$ cat src/rtl/servo_pulse_mode_sweep_generator_top_macros.svh
// Assertion macros for the servo pulse generator top level.
// Depends on nothing; the including module supplies clk and arst_n.
`ifndef SERVO_PULSE_MODE_SWEEP_GENERATOR_TOP_MACROS_SVH
`define SERVO_PULSE_MODE_SWEEP_GENERATOR_TOP_MACROS_SVH

// same-cycle implication
`define SPMSG_ASSERT_NOW(lbl, ante, cons, msg) \
	lbl: assert property (@(posedge clk) disable iff (!arst_n) (ante) |-> (cons)) \
		else $error(msg);

// next-cycle implication
`define SPMSG_ASSERT_NEXT(lbl, ante, cons, msg) \
	lbl: assert property (@(posedge clk) disable iff (!arst_n) (ante) |=> (cons)) \
		else $error(msg);

`endif

$ cat src/rtl/spmsg_pkg.sv
// Shared types and constants for the servo pulse generator.
// No dependencies.
package spmsg_pkg;

	localparam int DivW = 32;
	localparam int CntW = 6;

	localparam logic [2:0] RegMode     = 3'd0;
	localparam logic [2:0] RegMin      = 3'd1;
	localparam logic [2:0] RegMax      = 3'd2;
	localparam logic [2:0] RegReverse  = 3'd3;
	localparam logic [2:0] RegCycleSec = 3'd4;
	localparam logic [2:0] RegStep     = 3'd5;
	localparam logic [2:0] RegDeadband = 3'd6;
	localparam logic [2:0] RegMaxStep  = 3'd7;

	localparam logic [1:0] ModePot    = 2'd0;
	localparam logic [1:0] ModeCenter = 2'd1;
	localparam logic [1:0] ModeSweep  = 2'd2;
	localparam logic [1:0] ModeSpare  = 2'd3;

	localparam logic [9:0]  PotFull  = 10'd1023;
	localparam logic [9:0]  MsPerSec = 10'd1000;

	// reciprocals: x/1023 = (x*R)>>32 for x < 2^22, x/100 = (x*R)>>26 for x < 2^19,
	// x/3 = (x*R)>>14 for x < 2^12
	localparam logic [22:0] Recip1023 = 23'd4198405;
	localparam logic [19:0] Recip100  = 20'd671089;
	localparam logic [12:0] Recip3    = 13'd5462;

	typedef struct packed {
		logic            start;
		logic [DivW-1:0] dividend;
		logic [DivW-1:0] divisor;
	} div_req_t;

	typedef struct packed {
		logic            busy;
		logic            done;
		logic [DivW-1:0] quotient;
	} div_rsp_t;

endpackage

$ cat src/rtl/spmsg_div.sv
// Restoring radix-2 unsigned divider, one quotient bit per cycle.
// Depends on spmsg_pkg.
module spmsg_div (
	input  logic                clk,
	input  logic                arst_n,
	input  spmsg_pkg::div_req_t req,
	output spmsg_pkg::div_rsp_t rsp
);

	logic [spmsg_pkg::DivW-1:0] rem_q, quo_q, dvs_q;
	logic [spmsg_pkg::CntW-1:0] cnt_q;
	logic                       busy_q, done_q;
	logic [spmsg_pkg::DivW:0]   trial;
	logic                       fits;

	assign trial = {rem_q, quo_q[spmsg_pkg::DivW-1]};
	assign fits  = trial >= {1'b0, dvs_q};

	always_ff @(posedge clk or negedge arst_n) begin
		if (!arst_n) begin
			busy_q <= 1'b0;
			done_q <= 1'b0;
			cnt_q  <= '0;
		end else begin
			done_q <= 1'b0;
			if (req.start) begin
				busy_q <= 1'b1;
				cnt_q  <= spmsg_pkg::CntW'(spmsg_pkg::DivW);
			end else if (busy_q) begin
				cnt_q <= cnt_q - 1'b1;
				if (cnt_q == spmsg_pkg::CntW'(1)) begin
					busy_q <= 1'b0;
					done_q <= 1'b1;
				end
			end
		end
	end

	always_ff @(posedge clk) begin
		if (req.start) begin
			rem_q <= '0;
			quo_q <= req.dividend;
			dvs_q <= req.divisor;
		end else if (busy_q) begin
			rem_q <= fits ? trial[spmsg_pkg::DivW-1:0] - dvs_q
			              : trial[spmsg_pkg::DivW-1:0];
			quo_q <= {quo_q[spmsg_pkg::DivW-2:0], fits};
		end
	end

	assign rsp.busy     = busy_q;
	assign rsp.done     = done_q;
	assign rsp.quotient = quo_q;

endmodule

$ cat src/rtl/servo_pulse_mode_sweep_generator_top.sv
// Servo pulse generator top level: registers, sequencer and output stage.
// Depends on spmsg_pkg, spmsg_div and the assertion macro header.
//
// Use: an input request carries kind, now_ms and pot_sample on in_valid/in_stall.
// A restart request (kind 1) resets the sweep and gives no result.
// An update tick gives one result (pulse_us, display_us, cycle_count) on
// out_valid/out_stall. Registers are written on cfg_valid/cfg_ready; the
// user must do so only while idle (not enforced); cfg_ready is always high.
// The sweep interval takes one or two passes of the divider, which only the
// sweep uses; the pot map and the display filter use reciprocal multiplies.
// The display pass either just follows the pulse, holds inside the deadband
// or steps toward the pulse. in_stall stays high while an update is in work;
// the next request can be taken in the cycle after the result is loaded.
// The result sits in an output register; while out_stall holds it, the
// finished request waits before the register and in_stall stays high.
// Reset clears control state and loads register defaults; no clearing pass.
module servo_pulse_mode_sweep_generator_top (
	input  logic        clk,
	input  logic        arst_n,
	input  logic        cfg_valid,
	output logic        cfg_ready,
	input  logic [2:0]  cfg_index,
	input  logic [11:0] cfg_data,
	input  logic        in_valid,
	output logic        in_stall,
	input  logic        kind,
	input  logic [31:0] now_ms,
	input  logic [9:0]  pot_sample,
	output logic        out_valid,
	input  logic        out_stall,
	output logic [11:0] pulse_us,
	output logic [11:0] display_us,
	output logic [31:0] cycle_count
);

	`include "servo_pulse_mode_sweep_generator_top_macros.svh"

	localparam logic [3:0] StIdle  = 4'd0;
	localparam logic [3:0] StPotW  = 4'd1;
	localparam logic [3:0] StSwD1  = 4'd2;
	localparam logic [3:0] StSwD2  = 4'd3;
	localparam logic [3:0] StDisp  = 4'd4;
	localparam logic [3:0] StDbW   = 4'd5;
	localparam logic [3:0] StMsW   = 4'd6;
	localparam logic [3:0] StStW   = 4'd7;
	localparam logic [3:0] StFin   = 4'd8;
	localparam logic [3:0] StPotP  = 4'd9;

	logic [1:0]  mode_q;
	logic [11:0] min_q, max_q;
	logic        rev_q;
	logic [5:0]  cyc_q;
	logic [7:0]  step_q;
	logic [6:0]  dbp_q, msp_q;

	logic [11:0] pos_q;
	logic        down_q, top_q;
	logic [31:0] trips_q, last_q;
	logic [11:0] shown_q;
	logic        shown_vld_q;

	logic [3:0]  st_q;
	logic [31:0] now_q;
	logic [9:0]  pot_q;
	logic [11:0] pulse_q;
	logic [12:0] db_q, ms_q;
	logic [21:0] prod_q;
	logic [18:0] pdb_q, pms_q;
	logic [10:0] third_q;

	logic        out_vld_q;
	logic [11:0] out_pulse_q, out_disp_q;
	logic [31:0] out_trips_q;

	spmsg_pkg::div_req_t dreq;
	spmsg_pkg::div_rsp_t drsp;

	spmsg_div u_div (.clk(clk), .arst_n(arst_n), .req(dreq), .rsp(drsp));

	logic        in_acc, out_free;
	logic [9:0]  pot_v;
	logic        d_neg;
	logic [11:0] d_mag;
	logic [11:0] span;
	logic [31:0] span32, full32;
	logic [31:0] cyc_ms;
	logic [31:0] q;
	logic [31:0] steps, iv, elapsed;
	logic        bypass;
	logic [12:0] diff;
	logic [11:0] absd;
	logic [12:0] smag;
	logic signed [13:0] snext;
	logic signed [14:0] dnext;
	logic [44:0] pot_prod;
	logic [38:0] db_prod, ms_prod;
	logic [24:0] th_prod;
	logic [12:0] db_quo, ms_quo;

	assign cfg_ready = 1'b1;
	assign in_stall  = (st_q != StIdle);
	assign in_acc    = in_valid && !in_stall;
	assign out_free  = !out_vld_q || !out_stall;
	assign q         = drsp.quotient;

	assign pot_v  = rev_q ? (spmsg_pkg::PotFull - pot_q) : pot_q;
	assign d_neg  = max_q < min_q;
	assign d_mag  = d_neg ? (min_q - max_q) : (max_q - min_q);
	assign span   = max_q - min_q;
	assign span32 = {20'd0, max_q} - {20'd0, min_q};
	assign full32 = {span32[30:0], 1'b0};
	assign cyc_ms = {26'd0, cyc_q} * {22'd0, spmsg_pkg::MsPerSec};
	assign steps  = (q == 32'd0) ? 32'd1 : q;
	assign iv     = (q == 32'd0) ? 32'd1 : q;
	assign elapsed = now_q - last_q;
	assign bypass = !shown_vld_q || (max_q <= min_q);
	assign diff   = {1'b0, pulse_q} - {1'b0, shown_q};
	assign absd   = diff[12] ? 12'(-diff) : diff[11:0];
	assign snext  = down_q ? ($signed({2'b00, pos_q}) - $signed({6'd0, step_q}))
	                       : ($signed({2'b00, pos_q}) + $signed({6'd0, step_q}));

	assign pot_prod = {23'd0, prod_q} * {22'd0, spmsg_pkg::Recip1023};
	assign db_prod  = {20'd0, pdb_q} * {19'd0, spmsg_pkg::Recip100};
	assign ms_prod  = {20'd0, pms_q} * {19'd0, spmsg_pkg::Recip100};
	assign th_prod  = {13'd0, absd} * {12'd0, spmsg_pkg::Recip3};
	assign db_quo   = db_prod[38:26];
	assign ms_quo   = ms_prod[38:26];

	always_comb begin
		smag = (third_q == 11'd0) ? 13'd1 : {2'b00, third_q};
		if (smag > ms_q) smag = ms_q;
		dnext = diff[12] ? ($signed({3'b000, shown_q}) - $signed({2'b00, smag}))
		                 : ($signed({3'b000, shown_q}) + $signed({2'b00, smag}));
	end

	always_comb begin
		dreq = '0;
		unique case (st_q)
			StIdle: begin
				if (in_valid && !kind && (mode_q != spmsg_pkg::ModePot)
				    && (mode_q != spmsg_pkg::ModeCenter)) begin
					dreq.start = 1'b1;
					if (step_q == 8'd0) begin
						dreq.dividend = cyc_ms;
						dreq.divisor  = 32'd1;
					end else begin
						dreq.dividend = full32;
						dreq.divisor  = {24'd0, step_q};
					end
				end
			end
			StSwD1: begin
				dreq.start    = drsp.done;
				dreq.dividend = cyc_ms;
				dreq.divisor  = steps;
			end
			default: dreq = '0;
		endcase
	end

	always_ff @(posedge clk or negedge arst_n) begin
		if (!arst_n) begin
			mode_q <= 2'd0; min_q <= 12'd1000; max_q <= 12'd2000; rev_q <= 1'b0;
			cyc_q <= 6'd4; step_q <= 8'd10; dbp_q <= 7'd1; msp_q <= 7'd10;
		end else if (cfg_valid) begin
			unique case (cfg_index)
				spmsg_pkg::RegMode:     mode_q <= cfg_data[1:0];
				spmsg_pkg::RegMin:      min_q  <= cfg_data;
				spmsg_pkg::RegMax:      max_q  <= cfg_data;
				spmsg_pkg::RegReverse:  rev_q  <= cfg_data[0];
				spmsg_pkg::RegCycleSec: cyc_q  <= cfg_data[5:0];
				spmsg_pkg::RegStep:     step_q <= cfg_data[7:0];
				spmsg_pkg::RegDeadband: dbp_q  <= cfg_data[6:0];
				spmsg_pkg::RegMaxStep:  msp_q  <= cfg_data[6:0];
				default: ;
			endcase
		end
	end

	always_ff @(posedge clk or negedge arst_n) begin
		if (!arst_n) begin
			st_q <= StIdle;
			pos_q <= '0; down_q <= 1'b0; top_q <= 1'b0;
			trips_q <= '0; last_q <= '0;
			shown_q <= '0; shown_vld_q <= 1'b0;
			out_vld_q <= 1'b0;
		end else begin
			out_vld_q <= ((st_q == StFin) && out_free) || (out_vld_q && out_stall);
			unique case (st_q)
				StIdle: begin
					if (in_acc) begin
						if (kind) begin
							pos_q <= min_q; down_q <= 1'b0; trips_q <= '0;
							top_q <= 1'b0; last_q <= now_ms;
						end else if (mode_q == spmsg_pkg::ModePot) begin
							st_q <= StPotP;
						end else if (mode_q == spmsg_pkg::ModeCenter) begin
							st_q <= StDisp;
						end else begin
							if (pos_q < min_q) begin
								pos_q <= min_q; down_q <= 1'b0; top_q <= 1'b0;
							end else if (pos_q > max_q) begin
								pos_q <= max_q; down_q <= 1'b1; top_q <= 1'b1;
							end
							st_q <= (step_q == 8'd0) ? StSwD2 : StSwD1;
						end
					end
				end
				StPotP: st_q <= StPotW;
				StPotW: st_q <= StDisp;
				StSwD1: if (drsp.done) st_q <= StSwD2;
				StSwD2: begin
					if (drsp.done) begin
						if (elapsed >= iv) begin
							last_q <= now_q;
							if (snext >= $signed({2'b00, max_q})) begin
								pos_q <= max_q; down_q <= 1'b1; top_q <= 1'b1;
							end else if (snext <= $signed({2'b00, min_q})) begin
								pos_q <= min_q; down_q <= 1'b0; top_q <= 1'b0;
								if (top_q && (trips_q != 32'hFFFF_FFFF))
									trips_q <= trips_q + 1'b1;
							end else begin
								pos_q <= snext[11:0];
							end
						end
						st_q <= StDisp;
					end
				end
				StDisp: begin
					if (bypass) begin
						shown_q <= pulse_q; shown_vld_q <= 1'b1; st_q <= StFin;
					end else begin
						st_q <= StDbW;
					end
				end
				StDbW: st_q <= StMsW;
				StMsW: st_q <= ({1'b0, absd} > db_q) ? StStW : StFin;
				StStW: begin
					if (dnext < $signed({3'b000, min_q})) shown_q <= min_q;
					else if (dnext > $signed({3'b000, max_q})) shown_q <= max_q;
					else shown_q <= dnext[11:0];
					st_q <= StFin;
				end
				StFin: begin
					if (out_free) st_q <= StIdle;
				end
				default: st_q <= StIdle;
			endcase
		end
	end

	always_ff @(posedge clk) begin
		if (in_acc) begin
			now_q <= now_ms;
			pot_q <= pot_sample;
		end
		if (st_q == StIdle && in_acc && mode_q == spmsg_pkg::ModeCenter)
			pulse_q <= 12'(({1'b0, min_q} + {1'b0, max_q}) >> 1);
		if (st_q == StPotP)
			prod_q <= {12'd0, pot_v} * {10'd0, d_mag};
		if (st_q == StPotW)
			pulse_q <= d_neg ? (min_q - pot_prod[43:32]) : (min_q + pot_prod[43:32]);
		if (st_q == StSwD2 && drsp.done) begin
			if (elapsed >= iv) begin
				if (snext >= $signed({2'b00, max_q})) pulse_q <= max_q;
				else if (snext <= $signed({2'b00, min_q})) pulse_q <= min_q;
				else pulse_q <= snext[11:0];
			end else begin
				pulse_q <= pos_q;
			end
		end
		if (st_q == StDisp && !bypass) begin
			pdb_q <= {7'd0, span} * {12'd0, dbp_q};
			pms_q <= {7'd0, span} * {12'd0, msp_q};
		end
		if (st_q == StDbW) begin
			db_q <= (db_quo == 13'd0) ? 13'd1 : db_quo;
			ms_q <= (ms_quo == 13'd0) ? 13'd1 : ms_quo;
		end
		if (st_q == StMsW) third_q <= th_prod[24:14];
		if (st_q == StFin && out_free) begin
			out_pulse_q <= pulse_q;
			out_disp_q  <= shown_q;
			out_trips_q <= trips_q;
		end
	end

	assign out_valid   = out_vld_q;
	assign pulse_us    = out_pulse_q;
	assign display_us  = out_disp_q;
	assign cycle_count = out_trips_q;

	`SPMSG_ASSERT_NOW(a_div_owner, drsp.busy, (st_q == StSwD1) || (st_q == StSwD2), "divider busy")
	`SPMSG_ASSERT_NOW(a_out_from_fin, $rose(out_vld_q), $past(st_q) == StFin, "result raised without finish")
	`SPMSG_ASSERT_NEXT(a_tick_starts, in_acc && !kind, st_q != StIdle, "update tick did not start work")

endmodule
$ cat config.mk
export PLATFORM = sky130hd
export DESIGN_NAME = servo_pulse_mode_sweep_generator_top
export DESIGN_NICKNAME = d
export VERILOG_FILES = /design/src/rtl/spmsg_pkg.sv /design/src/rtl/spmsg_div.sv /design/src/rtl/servo_pulse_mode_sweep_generator_top.sv
export VERILOG_INCLUDE_DIRS = /design/src /design/src/rtl
export SDC_FILE = /design/constraint.sdc
export NUM_CORES = 2
export LEC_CHECK = 0
export BUFFER_PORTS_ARGS = -buffer_cell sky130_fd_sc_hd__buf_2
export CAP_MARGIN = 20
export CORE_MARGIN = 2
export CORE_UTILIZATION = 65
export CTS_CLUSTER_SIZE = 10
export DETAILED_ROUTE_END_ITERATION = 10
export GPL_TIMING_DRIVEN = 0
export PLACE_DENSITY = 0.79
export SYNTH_ARGS = -nofsm -noshare
export SYNTH_HDL_FRONTEND = slang
export SYNTH_SLANG_ARGS = --single-unit
export TNS_END_PERCENT = 20
$ cat constraint.sdc
create_clock -name clk -period 22.3 [get_ports clk]
set_clock_uncertainty 0.05 [all_clocks]
set_input_delay 2.23 -clock clk [delete_from_list [all_inputs] [get_ports clk]]
set_output_delay 2.23 -clock clk [all_outputs]
set_load 0.01 [all_outputs]
# Word-level counts from Yosys, hierarchy flattened
# Cells that the tools add are included.
classes:
  n_mul: 8
  div: 0
  mux: 76
  n_addsub: 17
  n_bitwise: 0
  n_shift: 0
  n_reduce_logical: 49
  n_eq_ne: 35
  order_cmp: 12
op_table:
  columns: ["op", "n"]
  rows:
  - ["two-way mux 32 bit", 15]
  - ["two-way mux 12 bit", 19]
  - ["case mux 65 bit (2 select lines)", 1]
  - ["case mux 32 bit (2 select lines)", 2]
  - ["multiplier 19 x 20 -> 39 bit, second input constant", 2]
  - ["two-way mux 65 bit", 1]
  - ["two-way mux 64 bit", 1]
  - ["subtractor 32 bit", 2]
  - ["case mux 12 bit (2 select lines)", 2]
  - ["multiplier 22 x 23 -> 44 bit, second input constant", 1]
  - ["case mux 4 bit (10 select lines)", 1]
  - ["multiplier 12 x 7 -> 19 bit", 2]
  - ["subtractor 12 bit", 3]
  - ["greater-or-equal comparator 33 x 32 -> 1 bit", 1]
  - ["adder 32 x 1 -> 32 bit, second input constant", 1]
  - ["greater-or-equal comparator 32 bit", 1]
  - ["logical NOT 32 bit", 1]
  - ["two-way mux 4 bit", 8]
  - ["inequality test 32 bit, second input constant", 1]
  - ["logical NOT 13 bit", 2]
  - ["subtractor 12 x 12 -> 13 bit", 2]
  - ["< comparator 12 bit", 2]
  - ["multiplier 12 x 12 -> 24 bit, second input constant", 1]
  - ["multiplier 10 x 12 -> 22 bit", 1]
  - ["55 further kinds", 124]
totals:
  in_bits: 63
  ff_bits: 461
  out_inout_bits: 59
  ram_bits: 0
  elab_cells: 231
  mem_count: 0
  latchBits: 0
  mem_bits_ro: 0

# Longest topological paths before layout
depth:
  ltp_word: 10
  depth_mapped: 34
  depth_no_buf: 33

# Hierarchy
# A second synthesis with hierarchy kept.
hier_totals:
  cells_unflattened: 5905
  hier_area_um2: 56869.5
by_module_without_submodules:
  columns: ["module", "cells_each", "area_each_um2", "seq_area_each_um2", "n_inst"]
  rows:
  - ["servo_pulse_mode_sweep_generator_top", 5299, 50803.7, 9992.1, 1]
  - ["spmsg_div", 606, 6065.8, 2762.6, 1]

# Least setup slack after synthesis
# Ideal clock, no wire load.
synth_path:
  path_kind: "reg-to-reg"
  from: "register min_q[1]"
  to: "register prod_q[20], data pin"
  period_less_slack_ps: 7859
  setup_time_ps: 262
  path_stages_with_launch: 32
  setup_slack_ps: 14441
  required_ps: 21988
  path_buffers: 1
  arrival_time_ps: 7547
  path_cell_list: "dfrtp_1 > inv_1 > ha_1 > nor2b_1 > o21ai_1 > a21oi_1 > o21ai_1 > a2111oi_0 > nor2_1 > clkbuf_1 > mux2i_1 > xnor2_1 > nand2_1 > fa_1 > inv_1 > ha_1 > ha_1 > inv_1 > fa_1 > fa_1 > inv_1 > ha_1 > a21oi_1 > o21bai_1 > a21oi_1 > o21ai_0 > a211oi_1 > nor2_1 > o41a_1 > a211oi_1 > a21oi_1 > xor2_1"
synth_between:
  elab_chain_cells: 3
  elab_cells_between_ends: 5
  cone_classes: "add/sub (2); mul (1); order compare (1); mux (1)"
synth_lines:
  columns: ["element", "line_no", "source"]
  rows:
  - ["start: declaration", "servo_pulse_mode_sweep_generator_top.sv:50", "logic [11:0] min_q, max_q;"]
  - ["start signal: assignment", "servo_pulse_mode_sweep_generator_top.sv:168", "spmsg_pkg::RegMin: min_q <= cfg_data;"]
  - ["subtractor 12 bit / < comparator 12 bit (equally long branches)", "servo_pulse_mode_sweep_generator_top.sv:108, servo_pulse_mode_sweep_generator_top.sv:107", null]
  - ["two-way mux 12 bit (*)", "servo_pulse_mode_sweep_generator_top.sv:108", "assign d_mag = d_neg ? (min_q - max_q) : (max_q - min_q);"]
  - ["multiplier 10 x 12 -> 22 bit (*)", "servo_pulse_mode_sweep_generator_top.sv:260", "prod_q <= {12'd0, pot_v} * {10'd0, d_mag};"]
  - ["end signal: assignment", "servo_pulse_mode_sweep_generator_top.sv:260", null]
  - ["end: declaration", "servo_pulse_mode_sweep_generator_top.sv:67", "logic [21:0] prod_q;"]
# Every way passes the cells marked *; elsewhere a longest branch is shown, timed or not.
# A chain may end at the register's enable or synchronous reset.

# Final worst setup path
layout_path:
  from: "register min_q[8]"
  to: "register prod_q[20], data pin"
# Same word-level chain as after synthesis.

==> impl_metrics.yaml <==
synthesis:
  synth_mux_area_share_pct: 2.20
  synth-seq-cells: 461
  ys_types: 93
  yosysWarnings: 0
  synth_xor_area_share_pct: 4.10
  synth_compound_area_share_pct: 12.6
  synth_fa_ha_area_share_pct: 40.2
  async_flop_share_pct: 34.3
  synthFlopType: "edfxtp_1"
  synth_edf_count: 271
  postSynthCellCount: 5862
  synthSimpleGateAreaFrac_pct: 10.8
  syn_area_um2: 56300
  synth_top_family_by_area: "adder cells"
  seq_area_frac_synth_pct: 22.6
  syn_area_per_cell_um2: 9.61
timing:
  hold_viol_final: 0
  setup_viol: 0
  fin_tns_setup_ns: 0
  fin_crit_ns: 9.92
  whs_ns: 0.435
  drv_slew: 0
  fin_crit_sh_pct: 44.5
  tightest_slew_ns: 1.19
  max_freq_ghz: 0.101
  slew_headroom_pct: 20.4
  grt_setup_unrepaired: "no"
cts:
  cts.root.buffer_cell: "clkbuf_16"
  tritoncts: "built"
  numCtsBuffers: 57
  clockBufferDepth: 3
  post_cts_buffers: 0
  hold_buffers: 0
  htree_levels: 2
  cts_num_sinks: 461
  clk_pin_slew_worst_paths_ns: 0.06
  clk_latency_ns: 0.66
  cts.repair.resized: 0
setup_path:
  worstSetupPathType: "register to register"
  arrival_ns: 10.28
  reg2reg_setup_slack_ns: 12.38
  crit_slowest_cell: "xnor2_1"
  cpMostUsedCell: "inv_1"
  crit_required_ns: 22.66
  cp_max_fo: 10
  cp_slowest_stage_delay_ns: 0.91
  crit_path_start_kind: "register"
  end_kind: "register"
grt:
  grt_overflow: 0
  grt_pass1_vias: 44100
  grt_max_degree: 97
  grt_pass1_wl_um: 234000
  grt.total_usage_pct: 32.9
  antenna_found_initial: 6
cells_and_area:
  fin_area_um2: 60500
  layout-drive-gt1-share_pct: 5.37
  fin_nets: 7631
  syn2layout_area_growth_pct: 7.46
  fill_cells: 6371
  layoutNonFillerInstCount: 7257
flow_run:
  maxCapViolCount: 0
detailed_routing:
  via_per_inst: 6.00
  first_pass_iters: 6
  vias: 43500
  drc_errors: 0
  ant_nets: 0
  wl_per_cell_um: 20.0
  wl_um: 145000
  drt_iter0_drc: 3639
die:
  start_util_pct: 65.9
  core.rowCount: 107
  ios: 122
  die_h_um: 298
  die_w_um: 298
  coreArea_um2: 85500
  die-area_um2: 89000
placement:
  dpl_cell_area_um2: 58600
  io_buffers: 118
  place_congestion: 0.995
  dpl.cell_count: 7141
  dp_hpwl_um: 118000
status:
  outcome: "complete, no violations"
hold_path:
  min_path_type: "register to register"
==> critical path, delay by kind of cell (launching register included) <==
family / cells / cell delay [ns]
adders and majority gates: 7 / 3.04
and+or+nand+nor: 5 / 1.12
AOI/OAI and AO/OA: 11 / 2.36
buffers and inverters: 7 / 1.31
DFF: 1 / 0.70
xor gates and xnor gates: 2 / 1.08
==> final timing paths <==
check                      cells after the start         endpoint            start
setup / recovery                              32       prod_q[20]         min_q[8]
hold / removal                                 2  u_div.rem_q[20]  u_div.rem_q[20]
setup reg to reg                              32       prod_q[20]         min_q[8]
hold reg to reg                                2  u_div.rem_q[20]  u_div.rem_q[20]
max in group asynchronous                      2        last_q[0]           arst_n
min in group asynchronous                      1      trips_q[14]           arst_n
==> stage by stage <==
step / setup WS, ns / util (%)
finish: 12.38 / 70.8
global route: 11.71 / 70.8
CTS: 12.61 / 70.7
detailed placement: 12.61 / 68.6
global placement: 11.60 / 68.2
floorplan: 14.44 / -
==> metal layers <==
layer / vias up / share of wire, % / track usage [%]
met5: - / 0.029 / 0
met4: 8 / 3.3 / 10.3
met3: 324 / 8.1 / 4.89
met2: 1684 / 46 / 53.8
met1: 21100 / 42 / 45.3
li1: 20400 / - / -
==> placed cells by master (no fill, tap or decap), types with 75 or more instances in the layout <==
master	count
xnor2_1	198
ha_1	999
o21ai_0	243
nor2_1	296
inv_1	977
fa_1	506
a21o_1	106
clkbuf_1	170
and2_1	75
edfxtp_1	271
a21oi_1	301
dfrtp_1	140
nand2_1	439
buf_2	119
==> registers in the layout, summed over array words and instances, names as in the netlist, 8 cells and up <==
name and flops:
cycle_count 32, last_q 32, now_q 32, trips_q 32
u_div.dvs_q 32, u_div.quo_q 32, u_div.rem_q 32, prod_q 22
pdb_q 19, pms_q 19, db_q 13, ms_q 13
display_us 12, max_q 12, min_q 12, pos_q 12
pulse_q 12, pulse_us 12, shown_q 12, third_q 11
pot_q 10, step_q 8
==> final cells by class <==
type	instances	area, um^2	area share, %
Antenna cell	2	5.00	0.00827
Buffer	144	548	0.905
Clock buffer	96	1650	2.73
Clock inverter	11	178	0.293
Inverter	980	3680	6.08
Multi-Input combinational cell	4278	39400	65.1
Sequential cell	461	12800	21.1
Tap cell	1144	1430	2.36
Timing Repair Buffer	141	891	1.47
==> cell families (layout without fill, tap and decap cells) <==
kind of cell / after synthesis / in the layout
adder cells (fa/ha/maj): 1505 / 1505
AND/OR/NAND/NOR: 1281 / 1281
buffers and inverters: 1124 / 1372
AO/OA/AOI/OAI: 1107 / 1107
flip-flops: 461 / 461
XOR/XNOR: 264 / 264
multiplexers: 118 / 118
other: 2 / 5
==> cells in the mapped netlist (all sizes together), types with 48 or more instances <==
library cell,instances,area (um^2)
ha,999,12500
nand2,439,1650
clkbuf,140,526
mux2i,71,711
a21o,106,796
inv,979,3670
nor2,297,1110
a31oi,65,422
edfxtp,271,8140
nand4,48,300
fa,506,10100
o21ai,271,1360
nand2b,68,425
and2,77,482
xor2,66,578
a21oi,304,1530
nor2b,66,413
dfrtp,140,3500
nand3,57,285
nor3,76,380
xnor2,198,1730
Power is left out: the tool's default activity adds up to more than one toggle a clock period on the data nets, which glitch-free logic cannot reach.
